[config.mk]
export PLATFORM = sky130hd
export DESIGN_NAME = paged_first_fit_mesh_allocator_flat
export DESIGN_NICKNAME = d
export VERILOG_FILES = /design/src/hdl/pffma_pkg.sv /design/src/hdl/pffma_in_if.sv /design/src/hdl/pffma_out_if.sv /design/src/hdl/pffma_cfg_if.sv /design/src/hdl/paged_first_fit_mesh_allocator.sv /design/src/hdl/pffma_ram.sv /design/src/hdl/pffma_fit_unit.sv /design/src/flat_wrapper.sv
export SDC_FILE = /design/constraint.sdc
export NUM_CORES = 2
export LEC_CHECK = 0
export BUFFER_PORTS_ARGS = -buffer_cell sky130_fd_sc_hd__buf_2
export CORE_UTILIZATION = 23
export CTS_BUF_LIST = sky130_fd_sc_hd__clkbuf_8
export CTS_CLUSTER_DIAMETER = 40
export DETAILED_ROUTE_END_ITERATION = 10
export PLACE_DENSITY = 0.38
export SYNTH_ARGS = -nofsm -noshare
export SYNTH_HDL_FRONTEND = slang
export SYNTH_SLANG_ARGS = --single-unit
[constraint.sdc]
create_clock -name clk -period 7.05 [get_ports clk]
set_input_delay 0.3525 -clock clk [delete_from_list [all_inputs] [get_ports clk]]
set_output_delay 0.3525 -clock clk [all_outputs]
set_load 0.1 [all_outputs]
[src/hdl/pffma_pkg.sv]
`timescale 1ns / 1ps
// ----------------------------------------------------------------------------
// pffma_pkg: shared types and constants of the paged first-fit allocator
// Sequencer states, request modes and configuration register indexes.
// ----------------------------------------------------------------------------
package pffma_pkg;

  // Width of the configuration register index.
  localparam int CFG_ADDR_BITS = 2;

  localparam logic [CFG_ADDR_BITS-1:0] REG_VERTEX_DEFAULT = CFG_ADDR_BITS'(0);
  localparam logic [CFG_ADDR_BITS-1:0] REG_INDEX_DEFAULT  = CFG_ADDR_BITS'(1);

  // Allocation request modes.
  localparam logic MODE_ALLOC = 1'b0;
  localparam logic MODE_CLEAR = 1'b1;

  typedef enum logic [2:0] {
    S_IDLE,
    S_SCAN,
    S_TEST,
    S_CHECK,
    S_WRV,
    S_WRI,
    S_DONE
  } state_t;

endpackage

[src/hdl/pffma_in_if.sv]
`timescale 1ns / 1ps
// ----------------------------------------------------------------------------
// pffma_in_if: request channel
// Valid/ready channel carrying one allocate or clear request per beat.
// ----------------------------------------------------------------------------
interface pffma_in_if #(
  parameter int COUNT_BITS = 24
) ();
  logic                  valid;
  logic                  ready;
  logic                  mode;
  logic [COUNT_BITS-1:0] vtx_count;
  logic [COUNT_BITS-1:0] ind_count;

  modport source(output valid, mode, vtx_count, ind_count, input ready);
  modport sink(input valid, mode, vtx_count, ind_count, output ready);
endinterface

[src/hdl/pffma_out_if.sv]
`timescale 1ns / 1ps
// ----------------------------------------------------------------------------
// pffma_out_if: result channel
// Valid/ready channel carrying one placement result per beat.
// ----------------------------------------------------------------------------
interface pffma_out_if #(
  parameter int COUNT_BITS = 24,
  parameter int PAGE_BITS  = 4
) ();
  logic                  valid;
  logic                  ready;
  logic [PAGE_BITS-1:0]  vtx_page;
  logic [COUNT_BITS-1:0] vtx_offset;
  logic                  vertex_opened;
  logic [PAGE_BITS-1:0]  ind_page;
  logic [COUNT_BITS-1:0] ind_offset;
  logic                  index_opened;
  logic [1:0]            status;

  modport source(output valid, vtx_page, vtx_offset, vertex_opened, ind_page,
                 ind_offset, index_opened, status, input ready);
  modport sink(input valid, vtx_page, vtx_offset, vertex_opened, ind_page,
               ind_offset, index_opened, status, output ready);
endinterface

[src/hdl/pffma_cfg_if.sv]
`timescale 1ns / 1ps
// ----------------------------------------------------------------------------
// pffma_cfg_if: configuration write channel
// Valid/ready channel carrying a register index and write data per beat.
// ----------------------------------------------------------------------------
interface pffma_cfg_if
  import pffma_pkg::*;
#(
  parameter int COUNT_BITS = 24
) ();
  logic                     valid;
  logic                     ready;
  logic [CFG_ADDR_BITS-1:0] index;
  logic [COUNT_BITS-1:0]    data;

  modport source(output valid, index, data, input ready);
  modport sink(input valid, index, data, output ready);
endinterface

[src/hdl/paged_first_fit_mesh_allocator.sv]
`timescale 1ns / 1ps
// ----------------------------------------------------------------------------
// paged_first_fit_mesh_allocator: first-fit page allocator for mesh buffers
// Places vertex and index ranges into bump-filled pages, opening new pages.
// ----------------------------------------------------------------------------
// Usage:
// Requests arrive on in_ch, one per beat. An allocate beat (mode 0) asks for
// a vertex count and an index count; a clear beat (mode 1) empties both page
// tables. Each request gives exactly one result beat on out_ch.
// The user must write page default sizes through cfg_ch only while the block is
// idle (the block does not enforce it); index 0 is the vertex default, 1 the index default.
// Sequencing: each table is scanned one page at a time through a registered
// RAM read and one shared compare unit; each page tested passes a read state
// (S_SCAN) and a test state (S_TEST). After both scans come a decision state
// (S_CHECK), one write state per table (S_WRV, S_WRI) and a state that loads
// the result register (S_DONE); a table-full reject skips the write states.
// A clear goes from its beat straight to the result-loading state. Only one
// request is in flight, so in_ch is ready only while the sequencer idles.
// Reset clears both open-page counts and restores the default sizes; page
// contents are never cleared since only pages below the open count are read.
// If out_ch stalls, the result waits in the output register; the next request
// may be accepted and worked on, and it holds in its final state until the
// output register is free.
// ----------------------------------------------------------------------------
module paged_first_fit_mesh_allocator
  import pffma_pkg::*;
#(
  parameter int MAX_PAGES  = 16,
  parameter int COUNT_BITS = 24
) (
  input  logic              clk,
  input  logic              rst_n,
  pffma_in_if.sink          in_ch,
  pffma_out_if.source       out_ch,
  pffma_cfg_if.sink         cfg_ch
);
  localparam int PAGE_BITS = (MAX_PAGES > 1) ? $clog2(MAX_PAGES) : 1;
  // Open counts must hold MAX_PAGES itself.
  localparam int OPEN_BITS = $clog2(MAX_PAGES + 1);
  localparam int WORD_BITS = 2 * COUNT_BITS;
  localparam logic [OPEN_BITS-1:0] FULL_COUNT = OPEN_BITS'(MAX_PAGES);

  // Outcome of scanning one table. For a newly opened page fill is zero,
  // which is also the offset returned.
  typedef struct packed {
    logic [PAGE_BITS-1:0]  page;
    logic [COUNT_BITS-1:0] size;
    logic [COUNT_BITS-1:0] fill;
    logic                  opened;
    logic                  full;
  } pick_t;

  state_t state_r, state_nxt;

  logic [COUNT_BITS-1:0] vdef_r, idef_r;
  logic [COUNT_BITS-1:0] vc_r, ic_r;
  logic [OPEN_BITS-1:0]  v_open_r, i_open_r;
  logic [OPEN_BITS-1:0]  idx_r;
  logic                  tab_r;     // 0 scans the vertex table, 1 the index table
  logic                  clear_r;
  pick_t                 v_pick_r, i_pick_r;

  logic                  out_valid_r;
  logic [PAGE_BITS-1:0]  o_vpage_r, o_ipage_r;
  logic [COUNT_BITS-1:0] o_voff_r, o_ioff_r;
  logic                  o_vopen_r, o_iopen_r;
  logic [1:0]            o_status_r;

  logic in_fire, out_fire, load_out;

  // RAM ports: each word is {size, fill}.
  logic [WORD_BITS-1:0] v_rdata, i_rdata, cur_rdata, wdata;
  logic [PAGE_BITS-1:0] raddr, waddr;
  logic                 v_we, i_we;

  // Shared compare unit operands.
  logic [COUNT_BITS-1:0] u_size, u_fill, u_count, u_sum;
  logic                  u_fits;

  logic [OPEN_BITS-1:0]  cur_open;
  logic [COUNT_BITS-1:0] cur_count;
  logic                  scan_end;

  assign in_ch.ready = (state_r == S_IDLE);
  assign in_fire     = in_ch.valid && in_ch.ready;
  assign out_fire    = out_valid_r && out_ch.ready;
  assign load_out    = (state_r == S_DONE) && (!out_valid_r || out_ch.ready);

  assign cfg_ch.ready = 1'b1;

  assign cur_open  = tab_r ? i_open_r : v_open_r;
  assign cur_count = tab_r ? ic_r : vc_r;
  assign cur_rdata = tab_r ? i_rdata : v_rdata;
  assign scan_end  = (idx_r == cur_open);
  assign raddr     = idx_r[PAGE_BITS-1:0];

  pffma_ram #(.WIDTH(WORD_BITS), .DEPTH(MAX_PAGES)) u_vtab (
    .clk   (clk),
    .we    (v_we),
    .waddr (waddr),
    .wdata (wdata),
    .raddr (raddr),
    .rdata (v_rdata)
  );

  pffma_ram #(.WIDTH(WORD_BITS), .DEPTH(MAX_PAGES)) u_itab (
    .clk   (clk),
    .we    (i_we),
    .waddr (waddr),
    .wdata (wdata),
    .raddr (raddr),
    .rdata (i_rdata)
  );

  pffma_fit_unit #(.COUNT_BITS(COUNT_BITS)) u_fit (
    .size  (u_size),
    .fill  (u_fill),
    .count (u_count),
    .fits  (u_fits),
    .sum   (u_sum)
  );

  // Next-state logic.
  always_comb begin
    state_nxt = state_r;
    unique case (state_r)
      S_IDLE: begin
        if (in_fire) begin
          state_nxt = (in_ch.mode == MODE_CLEAR) ? S_DONE : S_SCAN;
        end
      end
      S_SCAN: begin
        if (scan_end) begin
          state_nxt = tab_r ? S_CHECK : S_SCAN;
        end else begin
          state_nxt = S_TEST;
        end
      end
      S_TEST: begin
        if (u_fits && tab_r) begin
          state_nxt = S_CHECK;
        end else begin
          state_nxt = S_SCAN;
        end
      end
      S_CHECK: begin
        state_nxt = (v_pick_r.full || i_pick_r.full) ? S_DONE : S_WRV;
      end
      S_WRV:  state_nxt = S_WRI;
      S_WRI:  state_nxt = S_DONE;
      S_DONE: begin
        if (load_out) begin
          state_nxt = S_IDLE;
        end
      end
      default: state_nxt = S_IDLE;
    endcase
  end

  // Datapath control: operand selection for the shared unit and RAM writes.
  // When a page opens, the unit compares default >= count to size the page.
  always_comb begin
    u_size  = cur_rdata[WORD_BITS-1:COUNT_BITS];
    u_fill  = cur_rdata[COUNT_BITS-1:0];
    u_count = cur_count;
    v_we    = 1'b0;
    i_we    = 1'b0;
    waddr   = v_pick_r.page;
    wdata   = '0;
    unique case (state_r)
      S_WRV: begin
        u_count = vc_r;
        waddr   = v_pick_r.page;
        v_we    = 1'b1;
        if (v_pick_r.opened) begin
          u_size = vdef_r;
          u_fill = '0;
          wdata  = {(u_fits ? vdef_r : vc_r), vc_r};
        end else begin
          u_size = v_pick_r.size;
          u_fill = v_pick_r.fill;
          wdata  = {v_pick_r.size, u_sum};
        end
      end
      S_WRI: begin
        u_count = ic_r;
        waddr   = i_pick_r.page;
        i_we    = 1'b1;
        if (i_pick_r.opened) begin
          u_size = idef_r;
          u_fill = '0;
          wdata  = {(u_fits ? idef_r : ic_r), ic_r};
        end else begin
          u_size = i_pick_r.size;
          u_fill = i_pick_r.fill;
          wdata  = {i_pick_r.size, u_sum};
        end
      end
      default: begin
      end
    endcase
  end

  always_ff @(posedge clk) begin
    if (!rst_n) begin
      state_r     <= S_IDLE;
      vdef_r      <= COUNT_BITS'(65536);
      idef_r      <= COUNT_BITS'(196608);
      v_open_r    <= '0;
      i_open_r    <= '0;
      out_valid_r <= 1'b0;
    end else begin
      state_r <= state_nxt;

      if (cfg_ch.valid && cfg_ch.ready) begin
        case (cfg_ch.index)
          REG_VERTEX_DEFAULT: vdef_r <= cfg_ch.data;
          REG_INDEX_DEFAULT:  idef_r <= cfg_ch.data;
          default: begin
          end
        endcase
      end

      if (in_fire && (in_ch.mode == MODE_CLEAR)) begin
        v_open_r <= '0;
        i_open_r <= '0;
      end
      if ((state_r == S_WRV) && v_pick_r.opened) begin
        v_open_r <= v_open_r + OPEN_BITS'(1);
      end
      if ((state_r == S_WRI) && i_pick_r.opened) begin
        i_open_r <= i_open_r + OPEN_BITS'(1);
      end

      if (load_out) begin
        out_valid_r <= 1'b1;
      end else if (out_fire) begin
        out_valid_r <= 1'b0;
      end
    end
  end

  // Request capture, scan bookkeeping and result register (no reset needed).
  always_ff @(posedge clk) begin
    if (in_fire) begin
      vc_r    <= in_ch.vtx_count;
      ic_r    <= in_ch.ind_count;
      clear_r <= (in_ch.mode == MODE_CLEAR);
      tab_r   <= 1'b0;
      idx_r   <= '0;
    end

    if (state_r == S_SCAN && scan_end) begin
      // No open page fits: open the next one, or report the table full.
      if (tab_r) begin
        i_pick_r.page   <= cur_open[PAGE_BITS-1:0];
        i_pick_r.size   <= '0;
        i_pick_r.fill   <= '0;
        i_pick_r.opened <= (cur_open != FULL_COUNT);
        i_pick_r.full   <= (cur_open == FULL_COUNT);
      end else begin
        v_pick_r.page   <= cur_open[PAGE_BITS-1:0];
        v_pick_r.size   <= '0;
        v_pick_r.fill   <= '0;
        v_pick_r.opened <= (cur_open != FULL_COUNT);
        v_pick_r.full   <= (cur_open == FULL_COUNT);
        tab_r <= 1'b1;
        idx_r <= '0;
      end
    end

    if (state_r == S_TEST) begin
      if (u_fits) begin
        if (tab_r) begin
          i_pick_r.page   <= idx_r[PAGE_BITS-1:0];
          i_pick_r.size   <= u_size;
          i_pick_r.fill   <= u_fill;
          i_pick_r.opened <= 1'b0;
          i_pick_r.full   <= 1'b0;
        end else begin
          v_pick_r.page   <= idx_r[PAGE_BITS-1:0];
          v_pick_r.size   <= u_size;
          v_pick_r.fill   <= u_fill;
          v_pick_r.opened <= 1'b0;
          v_pick_r.full   <= 1'b0;
          tab_r <= 1'b1;
          idx_r <= '0;
        end
      end else begin
        idx_r <= idx_r + OPEN_BITS'(1);
      end
    end

    if (load_out) begin
      if (clear_r || v_pick_r.full || i_pick_r.full) begin
        // Clear and table-full results carry nothing but the status.
        o_vpage_r  <= '0;
        o_voff_r   <= '0;
        o_vopen_r  <= 1'b0;
        o_ipage_r  <= '0;
        o_ioff_r   <= '0;
        o_iopen_r  <= 1'b0;
        o_status_r <= clear_r ? 2'b00 : {i_pick_r.full, v_pick_r.full};
      end else begin
        o_vpage_r  <= v_pick_r.page;
        o_voff_r   <= v_pick_r.fill;
        o_vopen_r  <= v_pick_r.opened;
        o_ipage_r  <= i_pick_r.page;
        o_ioff_r   <= i_pick_r.fill;
        o_iopen_r  <= i_pick_r.opened;
        o_status_r <= 2'b00;
      end
    end
  end

  assign out_ch.valid         = out_valid_r;
  assign out_ch.vtx_page      = o_vpage_r;
  assign out_ch.vtx_offset    = o_voff_r;
  assign out_ch.vertex_opened = o_vopen_r;
  assign out_ch.ind_page      = o_ipage_r;
  assign out_ch.ind_offset    = o_ioff_r;
  assign out_ch.index_opened  = o_iopen_r;
  assign out_ch.status        = o_status_r;

endmodule

[src/hdl/pffma_ram.sv]
`timescale 1ns / 1ps
// ----------------------------------------------------------------------------
// pffma_ram: generic single-write, single-read RAM
// One write port and one read port with registered read data.
// ----------------------------------------------------------------------------
module pffma_ram #(
  parameter int WIDTH = 48,
  parameter int DEPTH = 16
) (
  input  logic                                   clk,
  input  logic                                   we,
  input  logic [(DEPTH > 1 ? $clog2(DEPTH) : 1)-1:0] waddr,
  input  logic [WIDTH-1:0]                       wdata,
  input  logic [(DEPTH > 1 ? $clog2(DEPTH) : 1)-1:0] raddr,
  output logic [WIDTH-1:0]                       rdata
);
  logic [WIDTH-1:0] mem [DEPTH];

  always_ff @(posedge clk) begin
    if (we) begin
      mem[waddr] <= wdata;
    end
    rdata <= mem[raddr];
  end
endmodule

[src/hdl/pffma_fit_unit.sv]
`timescale 1ns / 1ps
// ----------------------------------------------------------------------------
// pffma_fit_unit: shared room compare and bump adder
// Tells whether count fits in size minus fill and gives fill plus count.
// ----------------------------------------------------------------------------
module pffma_fit_unit #(
  parameter int COUNT_BITS = 24
) (
  input  logic [COUNT_BITS-1:0] size,
  input  logic [COUNT_BITS-1:0] fill,
  input  logic [COUNT_BITS-1:0] count,
  output logic                  fits,
  output logic [COUNT_BITS-1:0] sum
);
  logic [COUNT_BITS-1:0] room;

  // Fill never exceeds size, so the difference does not wrap.
  assign room = size - fill;
  assign fits = (room >= count);
  assign sum  = fill + count;
endmodule
[src/flat_wrapper.sv]
// flat-port wrapper written by rule: the top's interface ports become plain ports
module paged_first_fit_mesh_allocator_flat import pffma_pkg::*;
#(
  parameter int MAX_PAGES  = 16,
  parameter int COUNT_BITS = 24
)
  (clk, rst_n, in_ch_valid, in_ch_mode, in_ch_vtx_count, in_ch_ind_count, in_ch_ready, out_ch_valid, out_ch_vtx_page, out_ch_vtx_offset, out_ch_vertex_opened, out_ch_ind_page, out_ch_ind_offset, out_ch_index_opened, out_ch_status, out_ch_ready, cfg_ch_valid, cfg_ch_index, cfg_ch_data, cfg_ch_ready);
  pffma_in_if #(.COUNT_BITS(COUNT_BITS)) in_ch_i ();
  pffma_out_if #(.COUNT_BITS(COUNT_BITS)) out_ch_i ();
  pffma_cfg_if #(.COUNT_BITS(COUNT_BITS)) cfg_ch_i ();
  input  logic clk;
  input  logic rst_n;
  input wire logic [$bits(in_ch_i.valid)-1:0] in_ch_valid;
  input wire logic [$bits(in_ch_i.mode)-1:0] in_ch_mode;
  input wire logic [$bits(in_ch_i.vtx_count)-1:0] in_ch_vtx_count;
  input wire logic [$bits(in_ch_i.ind_count)-1:0] in_ch_ind_count;
  output wire logic [$bits(in_ch_i.ready)-1:0] in_ch_ready;
  output wire logic [$bits(out_ch_i.valid)-1:0] out_ch_valid;
  output wire logic [$bits(out_ch_i.vtx_page)-1:0] out_ch_vtx_page;
  output wire logic [$bits(out_ch_i.vtx_offset)-1:0] out_ch_vtx_offset;
  output wire logic [$bits(out_ch_i.vertex_opened)-1:0] out_ch_vertex_opened;
  output wire logic [$bits(out_ch_i.ind_page)-1:0] out_ch_ind_page;
  output wire logic [$bits(out_ch_i.ind_offset)-1:0] out_ch_ind_offset;
  output wire logic [$bits(out_ch_i.index_opened)-1:0] out_ch_index_opened;
  output wire logic [$bits(out_ch_i.status)-1:0] out_ch_status;
  input wire logic [$bits(out_ch_i.ready)-1:0] out_ch_ready;
  input wire logic [$bits(cfg_ch_i.valid)-1:0] cfg_ch_valid;
  input wire logic [$bits(cfg_ch_i.index)-1:0] cfg_ch_index;
  input wire logic [$bits(cfg_ch_i.data)-1:0] cfg_ch_data;
  output wire logic [$bits(cfg_ch_i.ready)-1:0] cfg_ch_ready;
  assign in_ch_i.valid = in_ch_valid;
  assign in_ch_i.mode = in_ch_mode;
  assign in_ch_i.vtx_count = in_ch_vtx_count;
  assign in_ch_i.ind_count = in_ch_ind_count;
  assign in_ch_ready = in_ch_i.ready;
  assign out_ch_valid = out_ch_i.valid;
  assign out_ch_vtx_page = out_ch_i.vtx_page;
  assign out_ch_vtx_offset = out_ch_i.vtx_offset;
  assign out_ch_vertex_opened = out_ch_i.vertex_opened;
  assign out_ch_ind_page = out_ch_i.ind_page;
  assign out_ch_ind_offset = out_ch_i.ind_offset;
  assign out_ch_index_opened = out_ch_i.index_opened;
  assign out_ch_status = out_ch_i.status;
  assign out_ch_i.ready = out_ch_ready;
  assign cfg_ch_i.valid = cfg_ch_valid;
  assign cfg_ch_i.index = cfg_ch_index;
  assign cfg_ch_i.data = cfg_ch_data;
  assign cfg_ch_ready = cfg_ch_i.ready;
  paged_first_fit_mesh_allocator #(.MAX_PAGES(MAX_PAGES), .COUNT_BITS(COUNT_BITS)) u_core (.clk(clk), .rst_n(rst_n), .in_ch(in_ch_i), .out_ch(out_ch_i), .cfg_ch(cfg_ch_i));
endmodule
==> out/results.ini <==
[timing]
maxSlewViolCount=0
max_freq_ghz=0.1510
period_minus_slack_ns=6.621
final-hold-violation-count=0
max_slew_margin_pct=22.47
worst_pin_slew_ns=1.163
clock_skew_ns=0.09562
setup_viol=0
rsz0062_at_grt=false
tns_ns=0
timing.final.crit_share_pct=93.92

[worst_setup_path]
worst_path_largest_cell_delay_ns=0.69
reg2reg_from=u_core.tab_r
cp_num_buf_inv=5
crit_path_start_kind=flop
slowest_stage=dfxtp_4
critPathArrivalTime_ns=7.43
worstPathRequired_ns=7.86
worstPathMaxFanout=32
setup.worst_path.start=u_core.tab_r
worst_setup_path_end_kind=flop
path_delay_family=compound AO/OA/AOI/OAI gates
crit_chain=buf_12, mux2i_1, nor2_1, a21oi_1, inv_1, ha_1, a211oi_1, nand2_1, o31a_1, o21ai_1, nor3_1, or3_1, a21oi_1, xnor2_1, ha_1, nand4_1, buf_4, o21ai_4, buf_4, nor3_1, nor3_1, a21oi_1, o22ai_2, buf_12
path_class=reg -> reg

[yosys]
synth_top_area_cell=edfxtp_1
yosys_register_bits=1917
netlist_top_cells_area=edfxtp_1 (65%), mux4_2 (14%), dfxtp_1 (6.9%)
syn_area_per_cell_um2=17.95
netlist_top_cells_count=edfxtp_1 (1,653), mux4_2 (480), dfxtp_1 (264)
yosysMostFrequentCell=edfxtp_1
synthDistinctLibCells=70
yosysWarningCount=0
ys.flop_type=edfxtp_1
async_reset_ff_share_pct=0
netlist_area_mm2=0.07667
synth_top_area_share_pct=64.74
synth-edff-count=1653
syn-num-nets=4427
netlist_instances=4272
ys_seq_area_share_pct=71.64

[floorplan]
die_w_um=579.4
die_y_um=579.4
io_pins=143
floorplan.rows=211
start_util_pct=23.16
die_area_mm2=0.3357
core_mm2=0.3311

[drt]
drc_errors=0
totalWireLength_mm=259.5
vias_per_cell=4.558
num_vias=43520
first_iter_violations=3368
drt_pass1_iterations=7
drtAntennaViolNets=0
wl_per_cell_um=27.18

[grt]
antenna_found_initial=12
grt_pass1_vias=44886
grt_overflow=0
grt_max_degree=120
grt_pass1_wl_mm=357.1
grt_usage_pct=15.20

[clocking]
clockRootBuffer=clkbuf_8
cts_buffers=364
clkSlewWorstSetupHoldPaths_ns=0.06
cts_tree=done
htree_num_levels=5
cts.sinks=1917
clkLatencyLatePin_ns=1.03
cts_max_path_buffers=4

[placement]
portBuffers=141
placed_area_mm2=0.08472
hpwlAfterDp_mm=150.7
gp_congestion=0.7910

[layout]
multiInputGateArea_mm2=0.02095
fin_nets=5029
layout-drive-gt1-share_pct=28.73
fill_cells=33053
syn2layout_area_growth_pct=21.66
final_area_mm2=0.09328
seq_area_mm2=0.05494

[status]
outcome=complete, no violations

[power_and_ir_drop]
power_leakage_uw=0.03083
p_per_area_mw_per_mm2=416.4
ir_drop_v=0.0008106

[hold_path]
holdCritPathClass=in -> reg
hold_start=in_ch_vtx_count[3]

[run]
cap_violations=0

[registers in the layout, indices dropped and copies added (netlist names), 3 cells and up, named ones only]
signal                    count
u_core.v_pick_r              50
u_core.vdef_r                24
u_core.v_open_r               5
u_core.out_ch.vtx_offset     24
u_core.out_ch.ind_page        4
u_core.u_vtab.mem           768
u_core.idef_r                24
u_core.i_open_r               5
u_core.idx_r                  5
u_core.u_vtab.rdata          48
u_core.state_r                3
u_core.u_itab.mem           768
u_core.out_ch.ind_offset     24
u_core.ic_r                  24
u_core.i_pick_r              50
u_core.out_ch.vtx_page        4
u_core.vc_r                  24
u_core.u_itab.rdata          48
[power by group]
group	internal [uW]	total (uW)	leakage [uW]	switching, uW
Sequential	14100	14700	0.0175	672
Clock	5930	10800	0.00415	4920
Combinational	5050	13300	0.00917	8200
[kinds of logic after synthesis]
logic type	Yosys count	share of synthesized area (%)
compound gates	596	4.793
xor+xnor	51	0.5826
fa+ha+maj	75	1.244
buf+inv	337	1.780
flops	1917	71.64
mux	582	15.47
other cells	1	0.004891
simple gates	713	4.493
[per-stage QoR]
stage	utilization, %	setup WS, ns	cells	hold WS [ns]	total power, uW
CTS	28.16	0.3352	9539	0.006184	39310
global route	28.17	0.001931	9546	0.07092	40870
floorplan	-	0.3961	4272	0.4427	22730
detailed placement	25.59	0.3744	8744	0.4734	28200
finish	28.18	0.4286	9548	0.1080	38840
global placement	25.59	0.3696	8744	0.4672	28160
[layout by cell type, fill, tap and decap left out, types with 46 or more instances in the layout]
cell	Yosys	layout
edfxtp_1	1653	1653
mux4_2	480	480
clkbuf_8	0	397
dfxtp_1	264	257
inv_1	79	215
buf_4	2	172
a21oi_1	163	161
nor2_1	179	152
nand2_1	143	142
buf_2	56	141
dlygate4sd3_1	0	124
o21ai_0	142	121
nand3_1	107	107
nor3_1	116	106
mux2i_1	81	81
ha_1	73	73
and2_1	67	66
buf_12	0	55
o22ai_1	73	49
a21boi_0	46	46
[cell type report]
type                       instances  share of cell area [%]
antenna                            3                0.008048
clock buffer                     397                   5.858
inverter                          81                  0.3340
timing repair buffer             492                   4.652
multi-input combinational       2018                   22.46
sequential                      1917                   58.90
tap                             4366                   5.856
clock inverter                   274                   1.929
[routing by layer]
layer | share of wire, % | track usage (%) | up-vias
li1 | - | - | 18479
met1 | 45 | 20.59 | 23242
met2 | 47 | 24.76 | 1444
met3 | 5.6 | 2.872 | 355
met4 | 2.3 | 4.312 | 0
met5 | 0 | 0 | -
[worst paths after layout]
path	cells past startpoint	slack, ns	to
max	24	0.43	u_core.u_vtab.mem[9][36]
min	2	0.11	u_core.vc_r[3]
max reg2reg	24	0.43	u_core.u_vtab.mem[9][36]
min reg2reg	2	0.48	u_core.v_pick_r[41]
[timing repair]
action / in CTS / in global routing
hold endpoints to repair: 108 / 0
gates resized for setup: 0 / 0
hold buffers: 124 / 0
buffers inserted: 0 / 6
endpoints found under the setup margin: 0 / 31
No activity file was read; power rests on OpenSTA's default activity.
